`src/design/bahd_pkg.sv`:
```
// ----------------------------------------------------------------------------
// bahd_pkg
// Shared types, constants and helper functions of the Basic-auth header
// extractor and base64 decoder.
// ----------------------------------------------------------------------------
`timescale 1ns / 1ps
`default_nettype none

package bahd_pkg;

  // Header text length and counter width
  localparam int PATTERN_LEN = 21;
  localparam int MATCH_W     = 5;

  // Characters of interest
  localparam logic [7:0] CHAR_NL  = 8'h0A;
  localparam logic [7:0] CHAR_PAD = 8'h3D;

  // Queue between scanner and decoder
  localparam int QUEUE_DEPTH = 2;
  localparam int QPTR_W      = 1;
  localparam int QCNT_W      = 2;

  // Line scanner modes
  typedef enum logic [1:0] {
    MODE_SKIP    = 2'd0,
    MODE_MATCH   = 2'd1,
    MODE_CAPTURE = 2'd2
  } scan_mode_t;

  // Command from scanner to decoder
  typedef struct packed {
    logic       has_char;  // chr is a value character to decode
    logic [7:0] chr;
    logic       vend;      // the value ends with this command
  } cmd_t;

  // Header text "Authorization: Basic ", zero beyond its end
  function automatic logic [7:0] hdr_char(input logic [MATCH_W-1:0] idx);
    logic [7:0] c;
    case (idx)
      5'd0:    c = 8'h41;  // A
      5'd1:    c = 8'h75;  // u
      5'd2:    c = 8'h74;  // t
      5'd3:    c = 8'h68;  // h
      5'd4:    c = 8'h6F;  // o
      5'd5:    c = 8'h72;  // r
      5'd6:    c = 8'h69;  // i
      5'd7:    c = 8'h7A;  // z
      5'd8:    c = 8'h61;  // a
      5'd9:    c = 8'h74;  // t
      5'd10:   c = 8'h69;  // i
      5'd11:   c = 8'h6F;  // o
      5'd12:   c = 8'h6E;  // n
      5'd13:   c = 8'h3A;  // :
      5'd14:   c = 8'h20;  // space
      5'd15:   c = 8'h42;  // B
      5'd16:   c = 8'h61;  // a
      5'd17:   c = 8'h73;  // s
      5'd18:   c = 8'h69;  // i
      5'd19:   c = 8'h63;  // c
      5'd20:   c = 8'h20;  // space
      default: c = 8'h00;
    endcase
    return c;
  endfunction

endpackage

`default_nettype wire

```
`src/design/bahd_in_if.sv`:
```
// ----------------------------------------------------------------------------
// bahd_in_if
// Input byte channel: valid/ready handshake with one packet byte.
// ----------------------------------------------------------------------------
`timescale 1ns / 1ps
`default_nettype none

interface bahd_in_if;
  logic       valid;
  logic       ready;
  logic [7:0] data_byte;
  logic       packet_last;

  modport source (output valid, output data_byte, output packet_last, input ready);
  modport sink   (input valid, input data_byte, input packet_last, output ready);
endinterface

`default_nettype wire

```
`src/design/bahd_out_if.sv`:
```
// ----------------------------------------------------------------------------
// bahd_out_if
// Result channel: valid/ready handshake with one decoded result.
// ----------------------------------------------------------------------------
`timescale 1ns / 1ps
`default_nettype none

interface bahd_out_if;
  logic       valid;
  logic       ready;
  logic [7:0] decoded_byte;
  logic       byte_valid;
  logic       value_end;
  logic       bad_char;

  modport source (output valid, output decoded_byte, output byte_valid,
                  output value_end, output bad_char, input ready);
  modport sink   (input valid, input decoded_byte, input byte_valid,
                  input value_end, input bad_char, output ready);
endinterface

`default_nettype wire

```
`src/design/basic_auth_header_extract_decode.sv`:
```
// ----------------------------------------------------------------------------
// basic_auth_header_extract_decode
// Extracts the Basic-auth credential value from packet bytes and decodes it.
// ----------------------------------------------------------------------------
// Usage:
//   in_chan  takes one packet byte per transfer (data_byte, packet_last marks
//            the final byte of a packet). The first line of every packet is
//            skipped; later lines starting with "Authorization: Basic " are
//            captured up to the newline or packet end, last character dropped.
//   out_chan gives one result per transfer: a decoded byte (byte_valid), the
//            end of a value (value_end, with bad_char if a non-base64
//            character was seen), or both. Bytes that produce nothing give
//            no transfer.
//   Throughput: one input byte per cycle while the queue has room. The scanner
//   handles a byte in the cycle it is taken; the decoder and its output register
//   take one command per cycle from a two-entry queue while the output is not
//   stalled. A result is first written into the queue by the input transfer that
//   caused it, then loaded into the output register when the decoder takes it.
//   Reset (rst_n low, synchronous) empties the queue and output register and
//   puts the scanner in first-line skip.
//   When the receiver stalls, the result is held; the scanner keeps taking
//   bytes until the queue is full, then in_chan.ready drops.
// ----------------------------------------------------------------------------
`timescale 1ns / 1ps
`default_nettype none

module basic_auth_header_extract_decode (
  input  wire logic   clk,
  input  wire logic   rst_n,
  bahd_in_if.sink     in_chan,
  bahd_out_if.source  out_chan
);

  bahd_pkg::cmd_t front_cmd;
  bahd_pkg::cmd_t head_cmd;
  logic           push;
  logic           not_full;
  logic           not_empty;
  logic           pop;
  logic           in_fire;

  assign in_chan.ready = not_full;
  assign in_fire       = in_chan.valid && not_full;

  bahd_front u_front (
    .clk         (clk),
    .rst_n       (rst_n),
    .in_fire     (in_fire),
    .data_byte   (in_chan.data_byte),
    .packet_last (in_chan.packet_last),
    .cmd         (front_cmd),
    .push        (push)
  );

  bahd_queue u_queue (
    .clk       (clk),
    .rst_n     (rst_n),
    .push      (push),
    .push_cmd  (front_cmd),
    .not_full  (not_full),
    .pop       (pop),
    .head_cmd  (head_cmd),
    .not_empty (not_empty)
  );

  bahd_back u_back (
    .clk      (clk),
    .rst_n    (rst_n),
    .head_cmd (head_cmd),
    .head_vld (not_empty),
    .pop      (pop),
    .out_chan (out_chan)
  );

  // A shown result always carries a byte or an end mark
  a_result_nonempty: assert property (@(posedge clk) disable iff (!rst_n)
    out_chan.valid |-> (out_chan.byte_valid || out_chan.value_end))
    else $error("result with neither byte nor end mark");

  // Error flag only travels with an end of value
  a_bad_with_end: assert property (@(posedge clk) disable iff (!rst_n)
    (out_chan.valid && out_chan.bad_char) |-> out_chan.value_end)
    else $error("bad_char without value_end");

  // Empty byte slot reads as zero
  a_byte_zero: assert property (@(posedge clk) disable iff (!rst_n)
    (out_chan.valid && !out_chan.byte_valid) |-> (out_chan.decoded_byte == 8'h00))
    else $error("decoded_byte nonzero without byte_valid");

  // Queue never drained unless the decoder had a command to take
  a_pop_has_cmd: assert property (@(posedge clk) disable iff (!rst_n)
    pop |-> not_empty)
    else $error("decoder pop from empty queue");

endmodule

`default_nettype wire

```
`src/design/bahd_front.sv`:
```
// ----------------------------------------------------------------------------
// bahd_front
// Line scanner: skips the first line, matches the header text at the start
// of each later line, and issues value characters (held back one byte) and
// end-of-value marks to the decoder.
// ----------------------------------------------------------------------------
`timescale 1ns / 1ps
`default_nettype none

module bahd_front (
  input  wire logic            clk,
  input  wire logic            rst_n,
  input  wire logic            in_fire,
  input  wire logic [7:0]      data_byte,
  input  wire logic            packet_last,
  output bahd_pkg::cmd_t       cmd,
  output logic                 push
);

  bahd_pkg::scan_mode_t                mode_r, mode_nxt;
  logic [bahd_pkg::MATCH_W-1:0]        cnt_r, cnt_nxt;
  logic [7:0]                          held_r, held_nxt;
  logic                                held_vld_r, held_vld_nxt;

  logic                                is_nl;
  logic                                hit;
  logic [bahd_pkg::MATCH_W:0]          cnt_inc;
  logic                                hdr_done;

  // Header comparison
  assign is_nl    = (data_byte == bahd_pkg::CHAR_NL);
  assign cnt_inc  = {1'b0, cnt_r} + 1'b1;
  assign hit      = (mode_r == bahd_pkg::MODE_MATCH) &&
                    ({1'b0, cnt_r} < (bahd_pkg::MATCH_W+1)'(bahd_pkg::PATTERN_LEN)) &&
                    (data_byte == bahd_pkg::hdr_char(cnt_r));
  assign hdr_done = hit && (cnt_inc >= (bahd_pkg::MATCH_W+1)'(bahd_pkg::PATTERN_LEN));

  // Next state
  always_comb begin
    mode_nxt     = mode_r;
    cnt_nxt      = cnt_r;
    held_nxt     = held_r;
    held_vld_nxt = held_vld_r;
    case (mode_r)
      bahd_pkg::MODE_CAPTURE: begin
        if (is_nl) begin
          mode_nxt     = bahd_pkg::MODE_MATCH;
          cnt_nxt      = '0;
          held_vld_nxt = 1'b0;
        end else begin
          held_nxt     = data_byte;
          held_vld_nxt = 1'b1;
        end
      end
      bahd_pkg::MODE_MATCH: begin
        if (hdr_done) begin
          mode_nxt     = bahd_pkg::MODE_CAPTURE;
          cnt_nxt      = '0;
          held_vld_nxt = 1'b0;
        end else if (hit) begin
          cnt_nxt = cnt_inc[bahd_pkg::MATCH_W-1:0];
        end else begin
          cnt_nxt  = '0;
          mode_nxt = is_nl ? bahd_pkg::MODE_MATCH : bahd_pkg::MODE_SKIP;
        end
      end
      default: begin
        cnt_nxt  = '0;
        mode_nxt = is_nl ? bahd_pkg::MODE_MATCH : bahd_pkg::MODE_SKIP;
      end
    endcase
    // Packet end: next packet starts by skipping its first line
    if (packet_last) begin
      mode_nxt     = bahd_pkg::MODE_SKIP;
      cnt_nxt      = '0;
      held_vld_nxt = 1'b0;
    end
  end

  // Command to the decoder
  always_comb begin
    cmd.has_char = 1'b0;
    cmd.chr      = held_r;
    cmd.vend     = 1'b0;
    case (mode_r)
      bahd_pkg::MODE_CAPTURE: begin
        cmd.has_char = !is_nl && held_vld_r;
        cmd.vend     = is_nl || packet_last;
      end
      bahd_pkg::MODE_MATCH: begin
        // header completed on the last byte: empty value
        cmd.vend = hdr_done && packet_last;
      end
      default: begin
        cmd.vend = 1'b0;
      end
    endcase
    push = in_fire && (cmd.has_char || cmd.vend);
  end

  // State registers
  always_ff @(posedge clk) begin
    if (!rst_n) begin
      mode_r     <= bahd_pkg::MODE_SKIP;
      cnt_r      <= '0;
      held_vld_r <= 1'b0;
    end else if (in_fire) begin
      mode_r     <= mode_nxt;
      cnt_r      <= cnt_nxt;
      held_vld_r <= held_vld_nxt;
    end
  end

  always_ff @(posedge clk) begin
    if (in_fire) begin
      held_r <= held_nxt;
    end
  end

endmodule

`default_nettype wire

```
`src/design/bahd_queue.sv`:
```
// ----------------------------------------------------------------------------
// bahd_queue
// Two-entry command queue between the scanner and the decoder.
// ----------------------------------------------------------------------------
`timescale 1ns / 1ps
`default_nettype none

module bahd_queue (
  input  wire logic            clk,
  input  wire logic            rst_n,
  input  wire logic            push,
  input  wire bahd_pkg::cmd_t  push_cmd,
  output logic                 not_full,
  input  wire logic            pop,
  output bahd_pkg::cmd_t       head_cmd,
  output logic                 not_empty
);

  bahd_pkg::cmd_t                  entry_r [bahd_pkg::QUEUE_DEPTH];
  logic [bahd_pkg::QPTR_W-1:0]     wr_ptr_r, rd_ptr_r;
  logic [bahd_pkg::QCNT_W-1:0]     cnt_r, cnt_nxt;

  assign not_full  = (cnt_r != bahd_pkg::QCNT_W'(bahd_pkg::QUEUE_DEPTH));
  assign not_empty = (cnt_r != '0);
  assign head_cmd  = entry_r[rd_ptr_r];

  // Occupancy
  always_comb begin
    cnt_nxt = cnt_r;
    if (push && !pop) begin
      cnt_nxt = cnt_r + 1'b1;
    end else if (pop && !push) begin
      cnt_nxt = cnt_r - 1'b1;
    end
  end

  // Pointers and count
  always_ff @(posedge clk) begin
    if (!rst_n) begin
      wr_ptr_r <= '0;
      rd_ptr_r <= '0;
      cnt_r    <= '0;
    end else begin
      cnt_r <= cnt_nxt;
      if (push) wr_ptr_r <= wr_ptr_r + 1'b1;
      if (pop)  rd_ptr_r <= rd_ptr_r + 1'b1;
    end
  end

  // Storage
  always_ff @(posedge clk) begin
    if (push) begin
      entry_r[wr_ptr_r] <= push_cmd;
    end
  end

endmodule

`default_nettype wire

```
`src/design/bahd_back.sv`:
```
// ----------------------------------------------------------------------------
// bahd_back
// Base64 decoder: takes value characters and end marks from the queue and
// drives the registered result channel.
// ----------------------------------------------------------------------------
`timescale 1ns / 1ps
`default_nettype none

module bahd_back (
  input  wire logic            clk,
  input  wire logic            rst_n,
  input  wire bahd_pkg::cmd_t  head_cmd,
  input  wire logic            head_vld,
  output logic                 pop,
  bahd_out_if.source           out_chan
);

  // Sextet classes beyond the alphabet
  localparam logic [6:0] SEXT_PAD = 7'd64;
  localparam logic [6:0] SEXT_BAD = 7'd65;

  function automatic logic [6:0] classify(input logic [7:0] c);
    logic [6:0] s;
    if (c inside {[8'h41:8'h5A]})      s = 7'(c - 8'h41);
    else if (c inside {[8'h61:8'h7A]}) s = 7'(c - 8'h61 + 8'd26);
    else if (c inside {[8'h30:8'h39]}) s = 7'(c - 8'h30 + 8'd52);
    else if (c == 8'h2B)               s = 7'd62;
    else if (c == 8'h2F)               s = 7'd63;
    else if (c == bahd_pkg::CHAR_PAD)  s = SEXT_PAD;
    else                               s = SEXT_BAD;
    return s;
  endfunction

  logic [5:0] prev_r, prev_nxt;
  logic [1:0] phase_r, phase_nxt;
  logic       pad_r, pad_nxt;
  logic       err_r, err_nxt;

  logic       out_vld_r;
  logic [7:0] byte_r, byte_nxt;
  logic       bvld_r, bvld_nxt;
  logic       vend_r;
  logic       bad_r, bad_nxt;

  logic [6:0] sext;
  logic [5:0] s6;
  logic       got;

  assign sext = classify(head_cmd.chr);
  assign s6   = sext[5:0];
  assign pop  = head_vld && (!out_vld_r || out_chan.ready);

  // Decode step
  always_comb begin
    prev_nxt  = prev_r;
    phase_nxt = phase_r;
    pad_nxt   = pad_r;
    err_nxt   = err_r;
    byte_nxt  = '0;
    got       = 1'b0;
    if (head_cmd.has_char) begin
      if (sext == SEXT_BAD) begin
        err_nxt = 1'b1;
      end else if (sext == SEXT_PAD) begin
        pad_nxt = 1'b1;
      end else if (!pad_r) begin
        case (phase_r)
          2'd1: begin
            byte_nxt = {prev_r, s6[5:4]};
            got      = 1'b1;
          end
          2'd2: begin
            byte_nxt = {prev_r[3:0], s6[5:2]};
            got      = 1'b1;
          end
          2'd3: begin
            byte_nxt = {prev_r[1:0], s6};
            got      = 1'b1;
          end
          default: begin
            got = 1'b0;
          end
        endcase
        prev_nxt  = s6;
        phase_nxt = phase_r + 1'b1;
      end
    end
    bvld_nxt = got;
    bad_nxt  = head_cmd.vend && err_nxt;
    // End of value clears the decoder
    if (head_cmd.vend) begin
      prev_nxt  = '0;
      phase_nxt = '0;
      pad_nxt   = 1'b0;
      err_nxt   = 1'b0;
    end
  end

  // Decoder state and output valid
  always_ff @(posedge clk) begin
    if (!rst_n) begin
      prev_r    <= '0;
      phase_r   <= '0;
      pad_r     <= 1'b0;
      err_r     <= 1'b0;
      out_vld_r <= 1'b0;
    end else begin
      if (pop) begin
        prev_r    <= prev_nxt;
        phase_r   <= phase_nxt;
        pad_r     <= pad_nxt;
        err_r     <= err_nxt;
        out_vld_r <= got || head_cmd.vend;
      end else if (out_chan.ready) begin
        out_vld_r <= 1'b0;
      end
    end
  end

  // Result payload
  always_ff @(posedge clk) begin
    if (pop) begin
      byte_r <= byte_nxt;
      bvld_r <= bvld_nxt;
      vend_r <= head_cmd.vend;
      bad_r  <= bad_nxt;
    end
  end

  assign out_chan.valid        = out_vld_r;
  assign out_chan.decoded_byte = byte_r;
  assign out_chan.byte_valid   = bvld_r;
  assign out_chan.value_end    = vend_r;
  assign out_chan.bad_char     = bad_r;

endmodule

`default_nettype wire
```
`src/flat_wrapper.sv`:
```
// flat-port wrapper written by rule: the top's interface ports become plain ports
module basic_auth_header_extract_decode_flat 
  (clk, rst_n, in_chan_valid, in_chan_data_byte, in_chan_packet_last, in_chan_ready, out_chan_valid, out_chan_decoded_byte, out_chan_byte_valid, out_chan_value_end, out_chan_bad_char, out_chan_ready);
  bahd_in_if in_chan_i ();
  bahd_out_if out_chan_i ();
  input  wire logic clk;
  input  wire logic rst_n;
  input wire logic [$bits(in_chan_i.valid)-1:0] in_chan_valid;
  input wire logic [$bits(in_chan_i.data_byte)-1:0] in_chan_data_byte;
  input wire logic [$bits(in_chan_i.packet_last)-1:0] in_chan_packet_last;
  output wire logic [$bits(in_chan_i.ready)-1:0] in_chan_ready;
  output wire logic [$bits(out_chan_i.valid)-1:0] out_chan_valid;
  output wire logic [$bits(out_chan_i.decoded_byte)-1:0] out_chan_decoded_byte;
  output wire logic [$bits(out_chan_i.byte_valid)-1:0] out_chan_byte_valid;
  output wire logic [$bits(out_chan_i.value_end)-1:0] out_chan_value_end;
  output wire logic [$bits(out_chan_i.bad_char)-1:0] out_chan_bad_char;
  input wire logic [$bits(out_chan_i.ready)-1:0] out_chan_ready;
  assign in_chan_i.valid = in_chan_valid;
  assign in_chan_i.data_byte = in_chan_data_byte;
  assign in_chan_i.packet_last = in_chan_packet_last;
  assign in_chan_ready = in_chan_i.ready;
  assign out_chan_valid = out_chan_i.valid;
  assign out_chan_decoded_byte = out_chan_i.decoded_byte;
  assign out_chan_byte_valid = out_chan_i.byte_valid;
  assign out_chan_value_end = out_chan_i.value_end;
  assign out_chan_bad_char = out_chan_i.bad_char;
  assign out_chan_i.ready = out_chan_ready;
  basic_auth_header_extract_decode u_core (.clk(clk), .rst_n(rst_n), .in_chan(in_chan_i), .out_chan(out_chan_i));
endmodule
```
`config.mk`:
```
export PLATFORM = sky130hd
export DESIGN_NAME = basic_auth_header_extract_decode_flat
export DESIGN_NICKNAME = d
export VERILOG_FILES = /design/src/design/bahd_pkg.sv /design/src/design/bahd_in_if.sv /design/src/design/bahd_out_if.sv /design/src/design/basic_auth_header_extract_decode.sv /design/src/design/bahd_front.sv /design/src/design/bahd_queue.sv /design/src/design/bahd_back.sv /design/src/flat_wrapper.sv
export SDC_FILE = /design/constraint.sdc
export NUM_CORES = 1
export LEC_CHECK = 0
export ABC_AREA = 1
export BUFFER_PORTS_ARGS = -buffer_cell sky130_fd_sc_hd__buf_2
export CAP_MARGIN = 20
export CORE_MARGIN = 1
export CORE_UTILIZATION = 33
export CTS_BUF_LIST = sky130_fd_sc_hd__clkbuf_2 sky130_fd_sc_hd__clkbuf_4 sky130_fd_sc_hd__clkbuf_8
export CTS_CLUSTER_DIAMETER = 30
export DETAILED_ROUTE_END_ITERATION = 7
export SYNTH_ARGS = -nofsm -noshare
export SYNTH_HDL_FRONTEND = slang
export SYNTH_HIERARCHICAL = 1
export SYNTH_SLANG_ARGS = --single-unit
```
`constraint.sdc`:
```
create_clock -name clk -period 2.3 [get_ports clk]
set_input_delay 0.115 -clock clk [delete_from_list [all_inputs] [get_ports clk]]
set_output_delay 0.115 -clock clk [all_outputs]
set_load 0.01 [all_outputs]
```
# [Word-level counts from Yosys, hierarchy flattened]
# Memory sizes are Yosys's and may differ from the RTL's. A register that Yosys moved wholly into a read port is not among the register bits.
# Index checks and enable logic that the tools add are counted.
[word_totals] ram_bits=20 in_bits=13 register_bits=42 memories=2 rom_bits=224 output_inout_bits=13
[classes] n_eq_ne=19 magnitude_cmp=8 bitwise=2 reduce_logical=36 mux=56 addsub=11
[mem_list] name="(name not given)" words=32 word_bits=7 read_ports=1 rd_ports_with_merged_regs=1 wr=0 line_no="bahd_pkg.sv:41" rtl="case (idx)"
[mem_list] name="u_core.u_queue.entry_r" words=2 word_bits=10 read_ports=1 rd_ports_with_merged_regs=1 wr=1 line_no="bahd_queue.sv:19" rtl="bahd_pkg::cmd_t entry_r [bahd_pkg::QUEUE_DEPTH];"
[ops] op="$mux 7" n=5
[ops] op="$mux 5" n=6
[ops] op="$mux 6" n=5
[ops] op="$eq 8x6->1 const B" n=3
[ops] op="$mux 1" n=24
[ops] op="$pmux 8 s3" n=1
[ops] op="$mux 2" n=11
[ops] op="$ge 8x7->1 const B" n=2
[ops] op="$le 8x7->1 const B" n=2
[ops] op="$eq 7x7->1 const B" n=2
[ops] op="$logic_and 1x1->1" n=14
[ops] op="$sub 7x7->7 const B" n=2
[ops] op="$pmux 5 s2" n=1
[ops] op="$reduce_bool 2->1" n=5
[ops] op="$reduce_and 3->1" n=3
[ops] op="$eq 8x4->1 const B" n=1
[ops] op="$eq 8x8->1" n=1
[ops] op="$ge 8x6->1 const B" n=1
[ops] op="$le 8x6->1 const B" n=1
[ops] op="$ne 2x2->1 const B" n=4
[ops] op="$add 7x5->7 const B" n=1
[ops] op="$add 7x6->7 const B" n=1
[ops] op="$sub 7x6->7 const B" n=1
[ops] op="$add 5x1->6 const B" n=1
[ops] op="other kinds (20)" n=34

# [Depth between registers and ports, before layout]
[depth] depth_word=13 depth_mapped=21 depth_no_buf=21

# [Hierarchy]
# Netlist, hierarchy kept.
[modules_own_cells] module="bahd_back" instances=1 cells_each=262 area_each_um2=1805.5
[modules_own_cells] module="bahd_front" instances=1 cells_each=228 area_each_um2=1621.6
[modules_own_cells] module="bahd_queue" instances=1 cells_each=66 area_each_um2=989.7
[modules_own_cells] module="basic_auth_header_extract_decode" instances=1 cells_each=2 area_each_um2=7.5

# [Least setup slack after synthesis]
# No wires, ideal clock.
[synth_path] path_type="register -> register" startpoint="register with a tool-made name" endpoint="register u_core.u_back.byte_r[0], in the netlist u_core/u_back/out_chan.decoded_byte[0], data pin" required_time_ns=2.040 stages_incl_launch_ff=17 slack_ns=-0.236 period_less_slack_ns=2.536 arrival_time_ns=2.276 path_cell_list="dfxtp_1 > buf_6 > mux2_4 > inv_1 > ha_1 > inv_1 > nand2_1 > nand2_4 > nor2_8 > nand2_4 > o21a_1 > nor2_2 > nand2_2 > nor2_8 > nand2_2 > nand3b_2 > a31oi_1"
[synth_lines] element="end signal, assigned" line_no="bahd_back.sv:123" rtl="byte_r <= byte_nxt;"
[synth_lines] element="end, declared" line_no="bahd_back.sv:40" rtl="logic [7:0] byte_r, byte_nxt;"

==> flow_summary.html <==
<table>
<tr><th>Metric</th><th>Value</th></tr>
<tr><th colspan="2">Pwr</th></tr>
<tr><td>Part of the power in the clock network</td><td>0.212</td></tr>
<tr><td>Pint</td><td>~3.1 mW</td></tr>
<tr><td>Portion of total power attributed to sequential cells</td><td>0.318</td></tr>
<tr><td>Leakage Power</td><td>approximately 2.6 nW</td></tr>
<tr><td>Combinational Power Share</td><td>0.470</td></tr>
<tr><td>Share of total power consumed by net switching</td><td>0.3831</td></tr>
<tr><td>Net Switching</td><td>1.954 mW</td></tr>
<tr><td>Worst ir drop on vdd</td><td>roughly 420 uV</td></tr>
<tr><td>Total power divided by cell area</td><td>831.2 mW/mm^2</td></tr>
<tr><th colspan="2">Yosys</th></tr>
<tr><td>Main area contributors after synthesis</td><td>sky130_fd_sc_hd__edfxtp_1, sky130_fd_sc_hd__dfxtp_1, sky130_fd_sc_hd__nand2_1</td></tr>
<tr><td>Area fraction in compound gates after synthesis</td><td>0.06505</td></tr>
<tr><td>Count of warnings emitted by yosys</td><td>6</td></tr>
<tr><td>Synth Cell Area</td><td>about 0.0044 sq mm</td></tr>
<tr><td>Synth Area in XOR/XNOR</td><td>0.009898</td></tr>
<tr><td>Post-synthesis sequential element count</td><td>70</td></tr>
<tr><td>Post-synthesis cell count</td><td>about 560</td></tr>
<tr><td>Average instance area after synthesis</td><td>slightly below 8 sq um</td></tr>
<tr><td>Post-Synth Adder-Cell Area</td><td>0.06787</td></tr>
<tr><td>Syn nets</td><td>~600</td></tr>
<tr><td>Share of the synthesized area in the top cell type</td><td>0.2647</td></tr>
<tr><td>Share of the yosys chip area belonging to registers</td><td>0.4050</td></tr>
<tr><td>Unique cell type count in the Yosys netlist</td><td>38</td></tr>
<tr><td>Multiplexer fraction of the synthesized cell area</td><td>0.03394</td></tr>
<tr><td>Simple-gate portion of the synthesized area</td><td>0.3385</td></tr>
<tr><td>Area leader, netlist</td><td>sky130_fd_sc_hd__edfxtp_1</td></tr>
<tr><td>Main combinational cell family by area after synthesis</td><td>simple AND/OR/NAND/NOR gates</td></tr>
<tr><th colspan="2">Final layout</th></tr>
<tr><td>Layout Nets</td><td>around 710</td></tr>
<tr><td>Proportion of layout cells with a drive suffix above 1</td><td>0.3834</td></tr>
<tr><td>Most common library cell in the layout ignoring fill and taps</td><td>sky130_fd_sc_hd__nand2_1</td></tr>
<tr><td># fillers</td><td>1236</td></tr>
<tr><td>Sequential cell area</td><td>between 0.0015 and 0.002 sq mm</td></tr>
<tr><td>Synth-to-layout area growth</td><td>38.69%</td></tr>
<tr><td>Finished Core Util</td><td>0.4784</td></tr>
<tr><td>Total area of multi-input combinational cells</td><td>between 0.002 and 0.003 sq mm</td></tr>
<tr><td>Ant. Diodes</td><td>0</td></tr>
<tr><td>Leading cell types in the layout, fill and taps excluded</td><td>sky130_fd_sc_hd__nand2_1, sky130_fd_sc_hd__buf_4, sky130_fd_sc_hd__inv_1, sky130_fd_sc_hd__nor2_1, sky130_fd_sc_hd__edfxtp_1</td></tr>
<tr><th colspan="2">Global route</th></tr>
<tr><td>Overall routing resource usage</td><td>0.1523</td></tr>
<tr><td>First-pass GRT wire length</td><td>approximately 17000 um</td></tr>
<tr><td>Number of antenna violations at the first check in global routing</td><td>0</td></tr>
<tr><td>GRT met2 Usage</td><td>0.2886</td></tr>
<tr><td>Met1 Usage GRT</td><td>0.1666</td></tr>
<tr><td>Via count of the first global-routing pass</td><td>roughly 3800</td></tr>
<tr><td>Total global routing overflow</td><td>0</td></tr>
<tr><td>Most Crowded Layer GR</td><td>met2</td></tr>
<tr><td>Maximum number of pins on one net before global-route repair</td><td>28</td></tr>
<tr><td>Met3 Usage GRT</td><td>0.03149</td></tr>
<tr><th colspan="2">Critical path</th></tr>
<tr><td>Max Fanout on Critical Path</td><td>8</td></tr>
<tr><td>Worst path cell trace</td><td>mux2_4 -&gt; inv_4 -&gt; ha_4 -&gt; inv_2 -&gt; nand2_4 -&gt; nand2_4 -&gt; nor2_8 -&gt; nand2_4 -&gt; o21a_4 -&gt; nor2_4 -&gt; nand2_4 -&gt; nor2_8 -&gt; nand2_4 -&gt; nand3b_4 -&gt; a31oi_1</td></tr>
<tr><td>Cell mode on critical path</td><td>sky130_fd_sc_hd__nand2_4</td></tr>
<tr><td>CP Class</td><td>reg2reg</td></tr>
<tr><td>Capturing element type of the critical path</td><td>register</td></tr>
<tr><td>Arrival time worst endpoint</td><td>2.55 ns</td></tr>
<tr><td>Worst path required time</td><td>between 2 and 2.5 ns</td></tr>
<tr><td>Cell type of the slowest stage on the worst timing path</td><td>sky130_fd_sc_hd__dfxtp_4</td></tr>
<tr><td>Category of cells accounting for the largest share of critical-path delay</td><td>simple AND/OR/NAND/NOR gates</td></tr>
<tr><td>Longest individual stage delay on the worst path</td><td>approximately 0.40 ns</td></tr>
<tr><td>Number of buffers and inverters on the critical path</td><td>2</td></tr>
<tr><td>Startpoint type of the worst setup path</td><td>register</td></tr>
<tr><th colspan="2">STA</th></tr>
<tr><td>Unrepaired setup endpoints after global routing</td><td>yes</td></tr>
<tr><td>Final setup violation count</td><td>22</td></tr>
<tr><td>Total count of max-transition violations in the final report</td><td>0</td></tr>
<tr><td>Final worst slack</td><td>-0.1540 ns</td></tr>
<tr><td>Setup_tns</td><td>-2.299 ns</td></tr>
<tr><td>Worst-case headroom to the max-slew limit</td><td>0.5574</td></tr>
<tr><td>Period utilisation layout</td><td>1.067</td></tr>
<tr><td>Transition time of the tightest slew-check pin</td><td>between 0.6 and 0.7 ns</td></tr>
<tr><td>Count of final hold-check violations</td><td>0</td></tr>
<tr><td>Highest Clock Rate</td><td>0.4075 GHz</td></tr>
<tr><td>Setup Skew</td><td>between 0.01 and 0.015 ns</td></tr>
<tr><td>Final critical-path required period</td><td>2.454 ns</td></tr>
<tr><th colspan="2">Routing</th></tr>
<tr><td>Count of antenna-violating nets left after detailed routing</td><td>0</td></tr>
<tr><td>Sum of routed wire length over all layers</td><td>approximately 10000 um</td></tr>
<tr><td>First-pass DRT Iterations</td><td>4</td></tr>
<tr><td>Avg Vias per Cell</td><td>4.744</td></tr>
<tr><td>Initial drt markers</td><td>about 220</td></tr>
<tr><td>Mean routed wirelength per cell</td><td>between 10 and 15 um</td></tr>
<tr><td>Via Count</td><td>~4000</td></tr>
<tr><td>Number of DRC violations after detailed routing</td><td>0</td></tr>
<tr><th colspan="2">CTS</th></tr>
<tr><td>CTS tree</td><td>built</td></tr>
<tr><td>Total CTS buffers</td><td>9</td></tr>
<tr><td>Clock sink total</td><td>70</td></tr>
<tr><td>Buffer cell driving the clock tree root</td><td>sky130_fd_sc_hd__clkbuf_8</td></tr>
<tr><td>Clock-pin slew on the worst setup and hold paths</td><td>about 0.08 ns</td></tr>
<tr><td>Max Root-Sink Buffers</td><td>2</td></tr>
<tr><td>Clock latency on the worst-skew pair</td><td>0.34 ns</td></tr>
<tr><td>CTS H-tree lvls</td><td>3</td></tr>
<tr><th colspan="2">Floorplanning</th></tr>
<tr><td>Total core area</td><td>approximately 0.013 sq mm</td></tr>
<tr><td>Height of the die</td><td>117.8 um</td></tr>
<tr><td>Row count</td><td>41</td></tr>
<tr><td>Die X</td><td>between 100 and 150 um</td></tr>
<tr><td>I/O pin count</td><td>26</td></tr>
<tr><td>Starting density of the core</td><td>0.3450</td></tr>
<tr><td>Die Outline Area</td><td>between 0.01 and 0.015 sq mm</td></tr>
<tr><th colspan="2">Hold path</th></tr>
<tr><td>Type of the tightest min-delay check</td><td>in2reg</td></tr>
<tr><td>Min-Delay Startpoint</td><td>out_chan_ready</td></tr>
<tr><th colspan="2">Placed design</th></tr>
<tr><td>DP HPWL</td><td>around 7700 um</td></tr>
<tr><td>Number of buffers added on ports</td><td>25</td></tr>
<tr><td>Final weighted congestion of routability-driven global placement</td><td>approximately 0.90</td></tr>
<tr><th colspan="2">Run status</th></tr>
<tr><td>Violations in the final reports</td><td>setup timing</td></tr>
<tr><td>Outcome</td><td>finished with violations</td></tr>
<tr><th colspan="2">Flow run</th></tr>
<tr><td>Count of max-cap constraint violations</td><td>0</td></tr>
</table>
layer usage:
metal  routed length (um)  vias up
met3                  291       12
met2                 5767       61
met1                 4288     1886
li1                     -     2050
met5                    0        -
met4                  151        0
final cells by class:
cell class	count	share of cell area
Inverter	80	0.05241
Clock inverter	7	0.01570
Multi-Input combinational cell	399	0.4490
Timing Repair Buffer	108	0.1336
Tap cell	172	0.03507
Clock buffer	9	0.02019
Sequential cell	70	0.2940
path summary, 6_finish.rpt:
check / endpoint / slack (ns) / cells past startpoint
max: u_core/u_back/out_chan.decoded_byte[2] / -0.15 / 15
min: u_core/u_back/out_chan.valid / 0.14 / 4
max reg2reg: u_core/u_back/out_chan.decoded_byte[2] / -0.15 / 15
min reg2reg: u_core/u_queue/entry_r[0][1] / 0.44 / 0
cell usage after synthesis, drive strengths merged:
cell type	count
ha	24
nor2	67
a31oi	9
nand3b	5
o22ai	1
or2	1
clkbuf	1
buf	8
a21oi	19
nand2	160
nor4	1
clkinv	1
nor3	3
xor2	5
edfxtp	39
inv	79
nand4	20
nor3b	1
dfxtp	31
o21ai	19
o32ai	1
mux2	10
o21bai	1
nand3	50
o21a	2
power by group through the flow:
stage	Sequential (mW)	Clock, mW	Combinational (mW)
after floorplan	1.66	0	1.36
after global placement	1.63	0	2.04
after detailed placement	1.64	0	2.03
after CTS	1.62	1.12	2.21
after global routing	1.64	1.18	2.63
final	1.62	1.08	2.40
logic make-up after synthesis:
group	after synthesis
flip-flops	70
XOR/XNOR	5
AND/OR/NAND/NOR	308
AO/OA/AOI/OAI	52
adder cells (fa/ha/maj)	24
buffers and inverters	89
multiplexers	10
what timing repair did:
item                                    CTS  global route
hold buffers                              8             0
setup buffers                             8             9
cloned                                    0             0
endpoints found under the setup margin   48            50
endpoints found under the hold margin     8             0
resized for setup                        27            88
pin swaps                                17            52
stage by stage:
step	instance area (sq um)	std cells	setup slack, ns	power (mW)	hold slack [ns]
floorplan	4513	558	-0.05785	3.026	0.2139
CTS	5744	838	-0.1872	4.950	0.1218
detailed placement	5276	806	-0.3204	3.675	0.3348
global placement	5276	806	-0.2990	3.673	0.3358
finish	6136	845	-0.1540	5.100	0.1393
global route	6136	845	-0.3013	5.450	0.1538
worst min-delay path: cells and delay by family:
kind | cells | cell delay [ns]
AO/OA/AOI/OAI | 2 | 0.18
AND/OR/NAND/NOR | 1 | 0.05
buffers and inverters | 1 | 0.08
No activity file was read; power rests on OpenSTA's default activity.
